### src/hdl/hrp_pkg.sv
// Shared types and constants for the HTTP request head parser.
// Limits, parse phases, result kinds and reject reasons; no dependencies.
`timescale 1ns / 1ps

package hrp_pkg;

	// Field length limits: a field holds at most LIMIT-1 bytes
	localparam int METHOD_LIMIT  = 16;
	localparam int PATH_LIMIT    = 256;
	localparam int VERSION_LIMIT = 16;
	localparam int HEADER_LIMIT  = 32;
	localparam int NAME_LIMIT    = 64;
	localparam int VALUE_LIMIT   = 256;

	localparam int MAX_A     = (METHOD_LIMIT > PATH_LIMIT) ? METHOD_LIMIT : PATH_LIMIT;
	localparam int MAX_B     = (VERSION_LIMIT > NAME_LIMIT) ? VERSION_LIMIT : NAME_LIMIT;
	localparam int MAX_C     = (MAX_A > MAX_B) ? MAX_A : MAX_B;
	localparam int MAX_LIMIT = (MAX_C > VALUE_LIMIT) ? MAX_C : VALUE_LIMIT;

	// field length counter and header counter widths
	localparam int LEN_W = $clog2(MAX_LIMIT);
	localparam int HS_W  = $clog2(HEADER_LIMIT + 1);

	// byte codes
	localparam logic [7:0] CH_CR    = 8'h0d;
	localparam logic [7:0] CH_LF    = 8'h0a;
	localparam logic [7:0] CH_SPACE = 8'h20;
	localparam logic [7:0] CH_COLON = 8'h3a;
	localparam logic [7:0] CH_NUL   = 8'h00;

	// result kinds
	localparam logic [2:0] KIND_METHOD  = 3'd0;
	localparam logic [2:0] KIND_PATH    = 3'd1;
	localparam logic [2:0] KIND_VERSION = 3'd2;
	localparam logic [2:0] KIND_NAME    = 3'd3;
	localparam logic [2:0] KIND_VALUE   = 3'd4;
	localparam logic [2:0] KIND_HDONE   = 3'd5;
	localparam logic [2:0] KIND_ACCEPT  = 3'd6;
	localparam logic [2:0] KIND_REJECT  = 3'd7;

	// reject reasons
	localparam logic [2:0] RSN_NONE      = 3'd0;
	localparam logic [2:0] RSN_ENDED     = 3'd1;
	localparam logic [2:0] RSN_MALFORMED = 3'd2;
	localparam logic [2:0] RSN_TOO_LONG  = 3'd3;
	localparam logic [2:0] RSN_TOO_MANY  = 3'd4;
	localparam logic [2:0] RSN_NO_COLON  = 3'd5;

	typedef enum logic [2:0] {
		PH_METHOD  = 3'd0,
		PH_PATH    = 3'd1,
		PH_VERSION = 3'd2,
		PH_NAME    = 3'd3,
		PH_VSKIP   = 3'd4,
		PH_VALUE   = 3'd5,
		PH_DONE    = 3'd6
	} phase_t;

	typedef struct packed {
		phase_t            phase;
		logic              cr_held;
		logic [LEN_W-1:0]  flen;
		logic [HS_W-1:0]   hseen;
	} pstate_t;

	typedef struct packed {
		logic [2:0] kind;
		logic [4:0] idx;
		logic [7:0] data;
		logic [2:0] reason;
	} res_t;

	localparam pstate_t PSTATE_RESET = '{phase: PH_METHOD, cr_held: 1'b0,
		flen: '0, hseen: '0};

endpackage

### src/hdl/hrp_step.sv
// Next-state and result logic for one request byte (combinational).
// Depends on hrp_pkg; yields up to three results per byte.
`timescale 1ns / 1ps

module hrp_step
	import hrp_pkg::*;
(
	input  pstate_t    cur,
	input  logic [7:0] in_byte,
	input  logic       in_last,
	output pstate_t    nxt,
	output res_t       res [3],
	output logic [1:0] cnt
);

	typedef struct packed {
		pstate_t st;
		logic    emit;
		res_t    res;
	} bstep_t;

	function automatic res_t mk_reject(input logic [2:0] reason);
		res_t r;
		r = '{kind: KIND_REJECT, idx: 5'd0, data: 8'd0, reason: reason};
		return r;
	endfunction

	// one content byte in the current phase
	function automatic bstep_t byte_in(input pstate_t s, input logic [7:0] b);
		bstep_t o;
		logic [LEN_W-1:0] lim_m1;
		o.st   = s;
		o.emit = 1'b0;
		o.res  = '0;
		if (s.phase == PH_NAME && s.flen == '0 && s.hseen >= HS_W'(HEADER_LIMIT)) begin
			o.st.cr_held = 1'b0;
			o.st.phase   = PH_DONE;
			o.emit       = 1'b1;
			o.res        = mk_reject(RSN_TOO_MANY);
		end else if (b == CH_SPACE && (s.phase == PH_METHOD || s.phase == PH_PATH)) begin
			o.st.phase = (s.phase == PH_METHOD) ? PH_PATH : PH_VERSION;
			o.st.flen  = '0;
		end else if (b == CH_COLON && s.phase == PH_NAME) begin
			o.st.phase = PH_VSKIP;
			o.st.flen  = '0;
		end else if (!(s.phase == PH_VSKIP && b == CH_SPACE)) begin
			if (s.phase == PH_VSKIP)
				o.st.phase = PH_VALUE;
			case (o.st.phase)
				PH_METHOD:  lim_m1 = LEN_W'(METHOD_LIMIT - 1);
				PH_PATH:    lim_m1 = LEN_W'(PATH_LIMIT - 1);
				PH_VERSION: lim_m1 = LEN_W'(VERSION_LIMIT - 1);
				PH_NAME:    lim_m1 = LEN_W'(NAME_LIMIT - 1);
				default:    lim_m1 = LEN_W'(VALUE_LIMIT - 1);
			endcase
			if (s.flen >= lim_m1) begin
				o.st.cr_held = 1'b0;
				o.st.phase   = PH_DONE;
				o.emit       = 1'b1;
				o.res        = mk_reject(RSN_TOO_LONG);
			end else begin
				o.st.flen    = s.flen + LEN_W'(1);
				o.emit       = 1'b1;
				o.res.data   = b;
				o.res.reason = RSN_NONE;
				case (o.st.phase)
					PH_NAME: begin
						o.res.kind = KIND_NAME;
						o.res.idx  = 5'(s.hseen);
					end
					PH_VALUE: begin
						o.res.kind = KIND_VALUE;
						o.res.idx  = 5'(s.hseen);
					end
					PH_PATH: begin
						o.res.kind = KIND_PATH;
						o.res.idx  = 5'd0;
					end
					PH_VERSION: begin
						o.res.kind = KIND_VERSION;
						o.res.idx  = 5'd0;
					end
					default: begin
						o.res.kind = KIND_METHOD;
						o.res.idx  = 5'd0;
					end
				endcase
			end
		end
		return o;
	endfunction

	// CR LF seen: close the current line
	function automatic bstep_t close_line(input pstate_t s);
		bstep_t o;
		o.st   = s;
		o.emit = 1'b0;
		o.res  = '0;
		case (s.phase)
			PH_METHOD, PH_PATH: begin
				o.st.cr_held = 1'b0;
				o.st.phase   = PH_DONE;
				o.emit       = 1'b1;
				o.res        = mk_reject(RSN_MALFORMED);
			end
			PH_VERSION: begin
				o.st.phase = PH_NAME;
				o.st.flen  = '0;
				o.st.hseen = '0;
			end
			PH_NAME: begin
				o.st.phase = PH_DONE;
				o.emit     = 1'b1;
				if (s.flen == '0) begin
					o.res = '{kind: KIND_ACCEPT, idx: 5'd0, data: 8'd0, reason: RSN_NONE};
				end else begin
					o.st.cr_held = 1'b0;
					o.res        = mk_reject(RSN_NO_COLON);
				end
			end
			default: begin
				o.emit     = 1'b1;
				o.res      = '{kind: KIND_HDONE, idx: 5'(s.hseen), data: 8'd0,
					reason: RSN_NONE};
				o.st.hseen = s.hseen + HS_W'(1);
				o.st.phase = PH_NAME;
				o.st.flen  = '0;
			end
		endcase
		return o;
	endfunction

	// walk the byte: held CR first, then the byte itself, then buffer end
	always_comb begin
		pstate_t    s;
		bstep_t     bs;
		logic       handled;
		logic [1:0] n;
		s       = cur;
		n       = 2'd0;
		handled = 1'b0;
		bs      = '0;
		for (int i = 0; i < 3; i++)
			res[i] = '0;

		if (s.phase != PH_DONE) begin
			if (in_byte == CH_NUL) begin
				s.cr_held = 1'b0;
				s.phase   = PH_DONE;
				res[n]    = mk_reject(RSN_ENDED);
				n         = n + 2'd1;
			end else begin
				if (s.cr_held) begin
					s.cr_held = 1'b0;
					if (in_byte == CH_LF) begin
						bs      = close_line(s);
						handled = 1'b1;
					end else begin
						bs = byte_in(s, CH_CR);
						if (bs.st.phase == PH_DONE)
							handled = 1'b1;
					end
					s = bs.st;
					if (bs.emit) begin
						res[n] = bs.res;
						n      = n + 2'd1;
					end
				end
				if (!handled) begin
					if (in_byte == CH_CR) begin
						s.cr_held = 1'b1;
					end else begin
						bs = byte_in(s, in_byte);
						s  = bs.st;
						if (bs.emit) begin
							res[n] = bs.res;
							n      = n + 2'd1;
						end
					end
				end
			end
		end

		// buffer end: reject if no verdict yet, then start over
		if (in_last) begin
			if (s.phase != PH_DONE) begin
				res[n] = mk_reject(RSN_ENDED);
				n      = n + 2'd1;
			end
			s = PSTATE_RESET;
		end

		nxt = s;
		cnt = n;
	end

endmodule

### src/hdl/http_request_head_parser_core.sv
// HTTP request head parser top level: input register, step logic, result buffer.
// Depends on hrp_pkg and hrp_step.
`timescale 1ns / 1ps
//
//  channel | handshake          | payload
//  --------+--------------------+-----------------------------------------------------
//  in      | in_valid, in_stall | in_byte, in_last
//  out     | out_valid,out_stall| result_kind, header_index, out_byte, error_reason,
//          |                    | last_result
//
//  A byte is registered on acceptance and parsed once the result buffer is free;
//  its results (0 to 3) land in a three-slot result buffer that drains one beat per
//  cycle while out_stall is low. Bytes giving at most one result flow at one beat per
//  cycle while out_stall is low; a byte giving more results holds the input until
//  its last result leaves the buffer.
//  arst_n clears the parse state and both valid flags at once.
//  out_stall backs up through the result buffer into in_stall in the same cycle.

module http_request_head_parser_core
	import hrp_pkg::*;
(
	input  logic       clk,
	input  logic       arst_n,
	input  logic       in_valid,
	output logic       in_stall,
	input  logic [7:0] in_byte,
	input  logic       in_last,
	output logic       out_valid,
	input  logic       out_stall,
	output logic [2:0] result_kind,
	output logic [4:0] header_index,
	output logic [7:0] out_byte,
	output logic [2:0] error_reason,
	output logic       last_result
);

	logic       valid_s1;
	logic [7:0] byte_s1;
	logic       last_s1;

	pstate_t    st_q;
	pstate_t    st_nxt;
	res_t       step_res [3];
	logic [1:0] step_cnt;

	res_t       slot_q [3];
	logic [1:0] cnt_q;
	logic       pop;
	logic [1:0] remain;
	logic       consume;

	// result buffer handshake
	assign pop     = (cnt_q != 2'd0) && !out_stall;
	assign remain  = cnt_q - {1'b0, pop};
	assign consume = valid_s1 && (remain == 2'd0);
	assign in_stall = valid_s1 && !consume;

	// input register
	always_ff @(posedge clk or negedge arst_n) begin
		if (!arst_n) begin
			valid_s1 <= 1'b0;
		end else if (!in_stall) begin
			valid_s1 <= in_valid;
		end
	end

	always_ff @(posedge clk) begin
		if (!in_stall && in_valid) begin
			byte_s1 <= in_byte;
			last_s1 <= in_last;
		end
	end

	hrp_step u_step (
		.cur     (st_q),
		.in_byte (byte_s1),
		.in_last (last_s1),
		.nxt     (st_nxt),
		.res     (step_res),
		.cnt     (step_cnt)
	);

	// parse state advances when the registered byte is consumed
	always_ff @(posedge clk or negedge arst_n) begin
		if (!arst_n) begin
			st_q <= PSTATE_RESET;
		end else if (consume) begin
			st_q <= st_nxt;
		end
	end

	// result buffer: load a byte's results, else shift out one per beat
	always_ff @(posedge clk or negedge arst_n) begin
		if (!arst_n) begin
			cnt_q <= 2'd0;
		end else if (consume) begin
			cnt_q <= step_cnt;
		end else begin
			cnt_q <= remain;
		end
	end

	always_ff @(posedge clk) begin
		if (consume) begin
			slot_q[0] <= step_res[0];
			slot_q[1] <= step_res[1];
			slot_q[2] <= step_res[2];
		end else if (pop) begin
			slot_q[0] <= slot_q[1];
			slot_q[1] <= slot_q[2];
		end
	end

	assign out_valid    = (cnt_q != 2'd0);
	assign result_kind  = slot_q[0].kind;
	assign header_index = slot_q[0].idx;
	assign out_byte     = slot_q[0].data;
	assign error_reason = slot_q[0].reason;
	assign last_result  = (cnt_q == 2'd1);

	// checks
	a_done_no_cr: assert property (@(posedge clk) disable iff (!arst_n)
		st_q.phase == PH_DONE |-> !st_q.cr_held)
		else $error("CR still held after a verdict");

	a_last_resets: assert property (@(posedge clk) disable iff (!arst_n)
		consume && last_s1 |=> (st_q.phase == PH_METHOD && !st_q.cr_held &&
			st_q.flen == '0 && st_q.hseen == '0))
		else $error("parse state not cleared after buffer end");

	a_hseen_bound: assert property (@(posedge clk) disable iff (!arst_n)
		st_q.hseen <= HS_W'(HEADER_LIMIT))
		else $error("header count beyond limit");

endmodule

### config.mk
export PLATFORM = sky130hd
export DESIGN_NAME = http_request_head_parser_core
export DESIGN_NICKNAME = d
export VERILOG_FILES = /design/src/hdl/hrp_pkg.sv /design/src/hdl/hrp_step.sv /design/src/hdl/http_request_head_parser_core.sv
export SDC_FILE = /design/constraint.sdc
export NUM_CORES = 1
export LEC_CHECK = 0
export ABC_AREA = 1
export BUFFER_PORTS_ARGS = -buffer_cell sky130_fd_sc_hd__buf_2
export CAP_MARGIN = 0
export CORE_MARGIN = 5
export CORE_UTILIZATION = 56
export DETAILED_ROUTE_END_ITERATION = 10
export PLACE_DENSITY = 0.86
export SETUP_SLACK_MARGIN = 0.05
export SLEW_MARGIN = 40
export SYNTH_ARGS = -nofsm -noshare
export SYNTH_HDL_FRONTEND = slang
export SYNTH_HIERARCHICAL = 1
export SYNTH_SLANG_ARGS = --single-unit
export TNS_END_PERCENT = 5
### constraint.sdc
create_clock -name clk -period 5.1 [get_ports clk]
set_input_delay 0.255 -clock clk [delete_from_list [all_inputs] [get_ports clk]]
set_output_delay 0.255 -clock clk [all_outputs]
set_load 0.05 [all_outputs]
==> impl_results.md, run 1 <==
* Via count at around 5.8k
* Fin Setup TNS at 0 ps
* Critical path peak fanout at 9
* Clock Pin Slew Worst Setup and Hold Paths at 70 ps
* Mapped cell area at approximately 6500 sq um
* Final Max Slew Viols at 0
* Worst path most repeated cell: nand2_1
* Slowest cell delay on critical path at 460 ps
* I/O pins at 35
* Initial antenna violation count at 0
* Reported max-cap violation count at 0
* Hold Path End: byte_s1[2]
* Mapped Cells at 892
* WL final at between 15000 and 20000 um
* Inserted Clock Buffers at 9
* R2r worst-path depth at 28
* Top cell type's share of synthesized area at 0.307
* DIE AREA at 13800 sq um
* Row count at 39
* Area leader, netlist: edfxtp_1
* Sw Share at 0.450
* WS Path Type: flop to flop
* Yosys warnings at 6
* Post-layout min period at 4730 ps
* Ys async rst share at 0.241
* Nets at 926
* Launching point of the worst reg2reg path: st_q[16]
* Syn Area/Cell at 7.24 sq um
* Fill count at 1001
* DP HPWL at 10500 um
* Top cells by area, synth: edfxtp_1, nand2_1, dfrtp_1, nand3_1, buf_4
* Crit start category: flop
* Flop-to-flop setup slack at approximately 370 ps
* Commonest non-fill, non-tap cell in the layout: nand2_1
* Post-synthesis cell type count at between 40 and 50
* Tcrit/Tclk final at 0.927
* Commonest non-fill, non-tap cells in the layout: nand2_1, nand3_1, inv_1
* N_diodes at 0
* Non-Filler Instances at 1042
* Clock sink count at 87
* Largest net degree at the start of global routing at 41
* Vias per cell at roughly 5.6
* Pint at about 1.9 mW
* CP endpoint kind: flop
* HP Class: primary input to flop
* Root Driver: clkbuf_16
* Starting Density at 0.568
* Status: completed
* Clock buffer depth at 2
* Top_reg_cell synth: edfxtp_1
* Hold Fails Final Rpt at 0
* CTS H-tree depth at 3
* GR Util All Layers at 0.221
* Area growth, synth to finish at 5.62%
* Pwr Density at 503 nW/um^2
* Worst-Margin Slew at 759 ps
* # setup viols final at 0
* Layout cells sized above 1 at 0.147
* Synthesized flop and latch total at 87
* Vias in the first global route at 5388
* RSZ-0062 raised after global routing: no
* Number of synthesized flops with an enable pin at 66
* Worst vdd ir at 0.000687 V
* Min-Delay Startpoint: in_byte[2]
* Clk pwr share at 0.205
* DRT iter0 DRCs at between 700 and 800
* Worst Path Required at about 5300 ps
* P_leak at around 3.4 nW
* Switching pwr at 1.54 mW
* Grt ovf at 0
* Clk Latency, worst-skew pair at 350 ps
* Gate power share at 0.431
* RD Place Congestion at 0.919
* Worst reg2reg path endpoint: slot_q[0][23]
* Worst Path Arrival at 4930 ps
* DRC Markers at 0
* Part of the Yosys area used for sequential elements at 0.388
* Slew margin rel. at 0.493
* Number of detailed-route iterations in the first pass at 6
* CTS tree: done
* Reg power frac at 0.365
* Detail Route Antenna Nets at 0
* Port-buffer cells at 34
* CP max stage cell: dfrtp_2
* Achievable Freq at between 200 and 250 MHz
* Hold path cells at 1
* Clock skew at 10.6 ps
* Die Wd at roughly 120 um
* Total core area at 11400 sq um
* First-pass GRT wire length at 25600 um
* Routed WL per cell at 14.8 um
* Die Ht at 117 um
* Placed cells at 1024
[how the worst max path moves through the flow]
stage	startpoint	end	slack, ps	depth (start not counted)
floorplan	st_q[16]	slot_q[0][24]	860	30
global placement	st_q[16]	slot_q[0][23]	530	26
detailed placement	st_q[16]	slot_q[0][23]	340	28
CTS	st_q[16]	slot_q[0][23]	180	28
global route	st_q[16]	slot_q[0][5]	70	29
finish	st_q[16]	slot_q[0][23]	370	28
[metrics by stage]
step	hold slack [ps]	setup slack [ps]	power, mW	area (sq um)	utilization
finish	83.4	375	3.43	6820	0.600
detailed placement	294	343	2.72	6480	0.570
floorplan	-40.6	861	2.51	6510	-
CTS	77.1	179	3.42	6800	0.598
global route	76.6	68.4	3.64	6820	0.600
global placement	280	530	2.65	6450	0.567
[cells by family (layout without fill, tap and decap cells)]
group	after synthesis	after routing	share of synthesized area
other	1	15	0.000581
adder cells (fa/ha/maj)	19	19	0.0368
flip-flops	87	87	0.388
AND/OR/NAND/NOR	529	529	0.363
XOR/XNOR	2	2	0.00271
buffers and inverters	160	153	0.128
AO/OA/AOI/OAI	94	94	0.0800
[critical path, delay by kind of cell (launching register included)]
family / cells / cell delay [ps]
AOI/OAI and AO/OA: 4 / 950
buffers and inverters: 5 / 470
DFF: 1 / 460
adders and majority gates: 4 / 930
and+or+nand+nor: 14 / 1590
xor gates and xnor gates: 1 / 200
[routing by layer]
layer  track usage  share of wire  vias up  wire, um
li1              -              -     2841         -
met1         0.298           0.41     2636      6340
met2         0.361           0.47      320      7240
met3        0.0294          0.093       49      1440
met4        0.0834          0.027        0       420
met5             0              0        -         0
[final cells by class]
cell class | instances | area, sq um | area share
Sequential cell | 87 | 2510 | 0.368
Inverter | 91 | 345 | 0.0506
Clock buffer | 9 | 225 | 0.0330
Timing Repair Buffer | 46 | 278 | 0.0407
Tap cell | 143 | 179 | 0.0262
Clock inverter | 7 | 83.8 | 0.0123
Multi-Input combinational cell | 659 | 3200 | 0.469
[cells in the mapped netlist, types with 3 or more instances]
master,n
nand3_2,3
a21oi_1,54
inv_1,75
buf_2,8
nand2_2,23
o211ai_1,5
nor3_1,6
nand3_4,3
clkbuf_1,9
nor2_1,65
inv_2,14
nor2_4,6
ha_1,19
buf_4,46
o21ai_0,24
nand4_1,12
nor2_2,6
edfxtp_1,66
nand3_1,88
dfrtp_1,21
nand2_1,310
buf_6,4
[power groups by stage]
stage          logic [mW]  registers [mW]  clock network (mW)
5_1_grt              1.62            1.28               0.739
6_report             1.48            1.25               0.702
3_5_place_dp         1.45            1.26                   0
2_1_floorplan        1.26            1.25                   0
4_1_cts              1.46            1.25               0.708
3_3_place_gp         1.40            1.26                   0
[sequential cells by signal (all words and copies together), names as in the netlist]
register,cells
byte_s1,8
cnt_q,2
last_s1,1
slot_q,57
st_q,18
valid_s1,1
[repair_timing]
item                                    4_1_cts  5_1_grt
hold buffers                                  1        0
buffers inserted                              0        1
endpoints found under the hold margin        21        0
endpoints found under the setup margin        0       31
gates resized for setup                       0        7
Note: power is estimated with default switching activity, not from simulation.
==> run 2: changes to the inputs <==
--- a/config.mk
+++ b/config.mk
@@ -12,6 +12,7 @@
 export CORE_UTILIZATION = 56
 export DETAILED_ROUTE_END_ITERATION = 10
 export PLACE_DENSITY = 0.86
+export RECOVER_POWER = 50
 export SETUP_SLACK_MARGIN = 0.05
 export SLEW_MARGIN = 40
 export SYNTH_ARGS = -nofsm -noshare
==> run 2 against run 1 <==
  * The run now ends with capacitance limit, slew limit left
  * Worst setup slack improved by 2.7 ps
  * Via count barely moved
  * Register-to-register slack is essentially flat
  * Routed wire length down 0.19%
  * Largest cell class unchanged
  * Maximum frequency barely moved
  * Non-clock buffer count unchanged
  * Sequential power is essentially flat
  * Cell count is the same
  * First-iteration DRC count decreased by 4.7%
  * Total power shrank 0.76%
  * Critical path type unchanged
  * Final area decreased by 0.53%
  * Clock skew is essentially flat
==> impl_results.md, run 2 (synthesis results as in run 1) <==
* Status: finished, violations left
* Failing checks: capacitance limit, slew limit
* Most flops, register: slot_q
* Clk pwr share at 0.207
* WL final at 15400 um
* CP endpoint kind: flop
* DP HPWL at 10500 um
* N_diodes at 0
* Clock Pin Slew Worst Setup and Hold Paths at around 70 ps
* DRC Markers at 0
* Footprint of the multi-input gates at 3200 sq um
* Hold path cells at 1
* Commonest non-fill, non-tap cell in the layout: nand2_1
* Final Max Slew Viols at 41
* Hold Fails Final Rpt at 0
* Final Core Density at 0.597
* CTS tree: done
* Reported max-cap violation count at 1
* DRT iter0 DRCs at 676
* Inserted Clock Buffers at 9
* Die Wd at approximately 120 um
* Clock buffer depth at 2
* CP Depth at 28
* Row count at 39
* Starting Density at 0.568
* Sw Share at 0.454
* Crit start category: flop
* Register area at ~2500 sq um
* Fin Setup TNS at 0 ps
* R2r worst-path depth at 28
* Vias per cell at 5.61
* CTS H-tree depth at 3
* Layout cells sized above 1 at 0.120
* DIE AREA at 13800 sq um
* Clock sink count at 87
* First-pass GRT wire length at 25600 um
* Tcrit/Tclk final at 0.926
* Worst vdd ir at 0.000668 V
* Crit-path leading delay family: simple AND/OR/NAND/NOR gates
* Nets at 926
* Reg power frac at 0.368
* Die Ht at roughly 120 um
* Total core area at 11400 sq um
* Post-layout min period at ~4700 ps
* Port-buffer cells at 34
* CP max stage cell: dfrtp_2
* Via count at 5850
* Gate power share at 0.425
* Initial antenna violation count at 0
* Largest net degree at the start of global routing at between 40 and 50
* Routed WL per cell at 14.8 um
* Pint at 1.86 mW
* P_leak at about 3.3 nW
* # setup viols final at 0
* Commonest non-fill, non-tap cells in the layout: nand2_1, nand3_1, inv_1
* Worst Path Arrival at 4920 ps
* RSZ-0062 raised after global routing: no
* Max reg flops at 57
* Buf+Inv Stages, Crit Path at 5
* Grt ovf at 0
* Root Driver: clkbuf_16
* Pwr Density at 501 nW/um^2
* Fill count at 1020
* Worst path most repeated cell: nand2_1
* Clock skew at 10.2 ps
* HP Class: primary input to flop
* WS Path Type: flop to flop
* Clk Latency, worst-skew pair at 350 ps
* Switching pwr at ~1.5 mW
* Critical path peak fanout at 9
* Vias in the first global route at 5388
* GR Util All Layers at 0.221
* Worst-Margin Slew at 1730 ps
* Slowest cell delay on critical path at approximately 460 ps
* I/O pins at 35
* Number of detailed-route iterations in the first pass at 5
* Achievable Freq at 212 MHz
* Biggest regs: slot_q: 57 flops, st_q: 18 flops, byte_s1: 8 flops
* Worst Path Required at 5300 ps
* Area growth, synth to finish at 5.06%
* Slew margin rel. at -0.153
* RD Place Congestion at 0.919
* Detail Route Antenna Nets at 0
run 2: final timing paths:
| path | start | endpoint | slack (ps) |
|---|---|---|---|
| max in group asynchronous | arst_n | st_q[16] | 3420 |
| min | in_byte[2] | byte_s1[2] | 80 |
| min reg2reg | slot_q[0][28] | slot_q[0][9] | 550 |
| max reg2reg | st_q[16] | slot_q[0][23] | 380 |
| max | st_q[16] | slot_q[0][23] | 380 |
| min in group asynchronous | arst_n | st_q[14] | 760 |
run 2: power groups by stage:
| stage | Combinational [mW] | Clock (mW) | Sequential [mW] |
|---|---|---|---|
| floorplan | 1.26 | 0 | 1.25 |
| global placement | 1.40 | 0 | 1.26 |
| detailed placement | 1.45 | 0 | 1.26 |
| CTS | 1.46 | 0.708 | 1.25 |
| global route | 1.59 | 0.739 | 1.28 |
| finish | 1.45 | 0.703 | 1.25 |
run 2: per-stage QoR:
step	area [sq um]	hold WS [ps]	instances	power, mW	setup WS [ps]
2_1_floorplan	6510	-40.6	906	2.51	861
3_3_place_gp	6450	280	1022	2.65	530
3_5_place_dp	6480	294	1024	2.72	343
4_1_cts	6800	77.1	1041	3.42	179
5_1_grt	6790	76.6	1042	3.61	60.8
6_report	6790	82.0	1042	3.40	377
run 2: final cells by class:
type | instances | area share
clock inverters | 7 | 0.0124
flip-flops and latches | 87 | 0.370
well taps | 143 | 0.0264
clock buffers | 9 | 0.0332
repair buffers | 46 | 0.0360
multi-input cells | 659 | 0.471
inverters | 91 | 0.0509
run 2: per-layer routing:
layer	track usage	vias to the layer above	routed length (um)
met2	0.361	319	7080
met3	0.0294	68	1460
met4	0.0834	0	515
met1	0.298	2621	6340
li1	-	2842	-
met5	0	-	0
run 2: what timing repair did:
action,in CTS,in global routing
setup endpoints to repair,0,31
buffers inserted,0,1
hold endpoints to repair,21,0
gates resized for setup,0,7
hold buffers,1,0
==> run 3: changes to the inputs <==
--- a/config.mk
+++ b/config.mk
@@ -9,9 +9,9 @@
 export BUFFER_PORTS_ARGS = -buffer_cell sky130_fd_sc_hd__buf_2
 export CAP_MARGIN = 0
 export CORE_MARGIN = 5
-export CORE_UTILIZATION = 56
+export CORE_UTILIZATION = 60
 export DETAILED_ROUTE_END_ITERATION = 10
-export PLACE_DENSITY = 0.86
+export PLACE_DENSITY = 0.9
 export RECOVER_POWER = 50
 export SETUP_SLACK_MARGIN = 0.05
 export SLEW_MARGIN = 40
==> run 3 against run 2 <==
  * The run still ends with capacitance limit, slew limit left
  * Final area shrank 2.2%
  * Worst setup slack lost 59 ps
  * Sequential power is essentially flat
  * Sequential share of layout area grew 0.85 points
  * First-iteration DRC count grew 15%
  * Clock-buffer cell count grew 1
  * Largest cell class unchanged
  * Critical endpoint is now slot_q[0][4]
  * Global-route usage grew 2.0 points
  * Total power shrank 7.5%
  * Routed wire length shrank 1.5%
  * Critical path depth grew 1
  * Worst hold slack lost 35 ps
  * Cell count shrank 0.58%
==> impl_results.md, run 3 (synthesis results as in run 1) <==
* Crit-path leading delay family: simple AND/OR/NAND/NOR gates
* DIE AREA at 12900 sq um
* RD Place Congestion at 0.935
* CP max stage cell: dfrtp_2
* Die Wd at 114 um
* Status: finished, violations left
* Gate power share at 0.455
* Root Driver: clkbuf_8
* Via count at 5862
* Initial antenna violation count at 0
* CTS H-tree depth at 3
* Commonest non-fill, non-tap cells in the layout: nand2_1, nand3_1, inv_1
* Buf+Inv Stages, Crit Path at 5
* Worst Path Required at 5240 ps
* Post-layout min period at 4780 ps
* Sw Share at 0.477
* N_diodes at 0
* Max reg flops at 57
* Tcrit/Tclk final at 0.938
* Final Max Slew Viols at 41
* CTS tree: done
* CP endpoint kind: flop
* Worst Path Arrival at 4920 ps
* Fin Setup TNS at 0 ps
* Layout cells sized above 1 at 0.119
* Clock sink count at 87
* Detail Route Antenna Nets at 0
* Slew margin rel. at -0.160
* Clk pwr share at 0.145
* Largest net degree at the start of global routing at between 50 and 60
* Nets at 927
* Critical path peak fanout at 13
* Worst setup margin at 318 ps
* DRC Markers at 0
* Most flops, register: slot_q
* Worst-Margin Slew at between 1500 and 2000 ps
* Total core area at 10400 sq um
* Commonest non-fill, non-tap cell in the layout: nand2_1
* Pwr Density at 474 nW/um^2
* Inserted Clock Buffers at 9
* Crit start category: flop
* I/O pins at 35
* Grt ovf at 0
* Clock Pin Slew Worst Setup and Hold Paths at approximately 100 ps
* Hold Fails Final Rpt at 0
* Pint at 1.65 mW
* Slowest cell delay on critical path at 470 ps
* Area growth, synth to finish at 2.69%
* Number of detailed-route iterations in the first pass at 5
* Worst path most repeated cell: nand2_1
* Routed WL per cell at about 15 um
* Clock buffer depth at 2
* First-pass GRT wire length at ~25000 um
* HP Class: primary input to flop
* GR Util All Layers at 0.240
* RSZ-0062 raised after global routing: yes
* Vias per cell at 5.66
* Die Ht at roughly 110 um
* Failing checks: capacitance limit, slew limit
* WS Path Type: flop to flop
* Port-buffer cells at 34
* DP HPWL at 10600 um
* P_leak at 3.23 nW
* Reported max-cap violation count at 1
* Vias in the first global route at 5332
* DRT iter0 DRCs at 777
* Row count at 37
* Clk Latency, worst-skew pair at 380 ps
* Biggest regs: slot_q: 57 flops, st_q: 18 flops, byte_s1: 8 flops
* Place WS at approximately 220 ps
* Switching pwr at approximately 1.5 mW
* Achievable Freq at 209 MHz
* Starting Density at 0.620
* Reg power frac at 0.400
* # setup viols final at 0
* WL final at 15200 um
* Worst vdd ir at 0.000832 V
* Clock skew at 16.3 ps
[run 3: power groups by stage]
stage / Clock [mW] / Combinational (mW) / Sequential [mW]
detailed placement: 0 / 1.45 / 1.27
global placement: 0 / 1.39 / 1.26
finish: 0.455 / 1.43 / 1.26
floorplan: 0 / 1.26 / 1.25
global route: 0.493 / 1.57 / 1.29
CTS: 0.460 / 1.46 / 1.25
[run 3: final timing paths]
check / start / cells past startpoint / slack [ps] / to
worst min-delay path: in_byte[7] / 1 / 50 / byte_s1[7]
min in group asynchronous: arst_n / 2 / 720 / st_q[16]
worst max-delay path: st_q[16] / 29 / 320 / slot_q[0][4]
max in group asynchronous: arst_n / 2 / 3470 / st_q[17]
worst min register to register: slot_q[1][7] / 2 / 550 / slot_q[0][26]
worst max register to register: st_q[16] / 29 / 320 / slot_q[0][4]
[run 3: layer usage]
metal,global-route usage,up-vias,wire (um)
met5,0,-,0
met4,0.0929,0,367
met3,0.0462,43,1490
met2,0.392,324,7190
met1,0.317,2653,6130
li1,-,2842,-
[run 3: timing repair]
item	in CTS	in global routing
endpoints found under the hold margin	21	0
hold buffers	1	0
buffers inserted	0	2
endpoints found under the setup margin	0	31
resized for setup	0	6
[run 3: layout make-up]
class                           count  area [sq um]
Clock inverter                      6          45.0
Sequential cell                    87          2510
Clock buffer                       10           128
Timing Repair Buffer               47           249
Fill cell                         894          3780
Multi-Input combinational cell    659          3190
Tap cell                          136           170
Inverter                           91           345
[run 3: per-stage QoR]
step | hold slack, ps | cells | power, mW | area [sq um] | utilization
2_1_floorplan | -40.6 | 906 | 2.51 | 6510 | -
3_3_place_gp | 288 | 1015 | 2.65 | 6440 | 0.618
3_5_place_dp | 288 | 1017 | 2.72 | 6470 | 0.621
4_1_cts | 34.6 | 1034 | 3.17 | 6660 | 0.639
5_1_grt | 37.1 | 1036 | 3.35 | 6630 | 0.637
6_report | 46.8 | 1036 | 3.15 | 6630 | 0.637
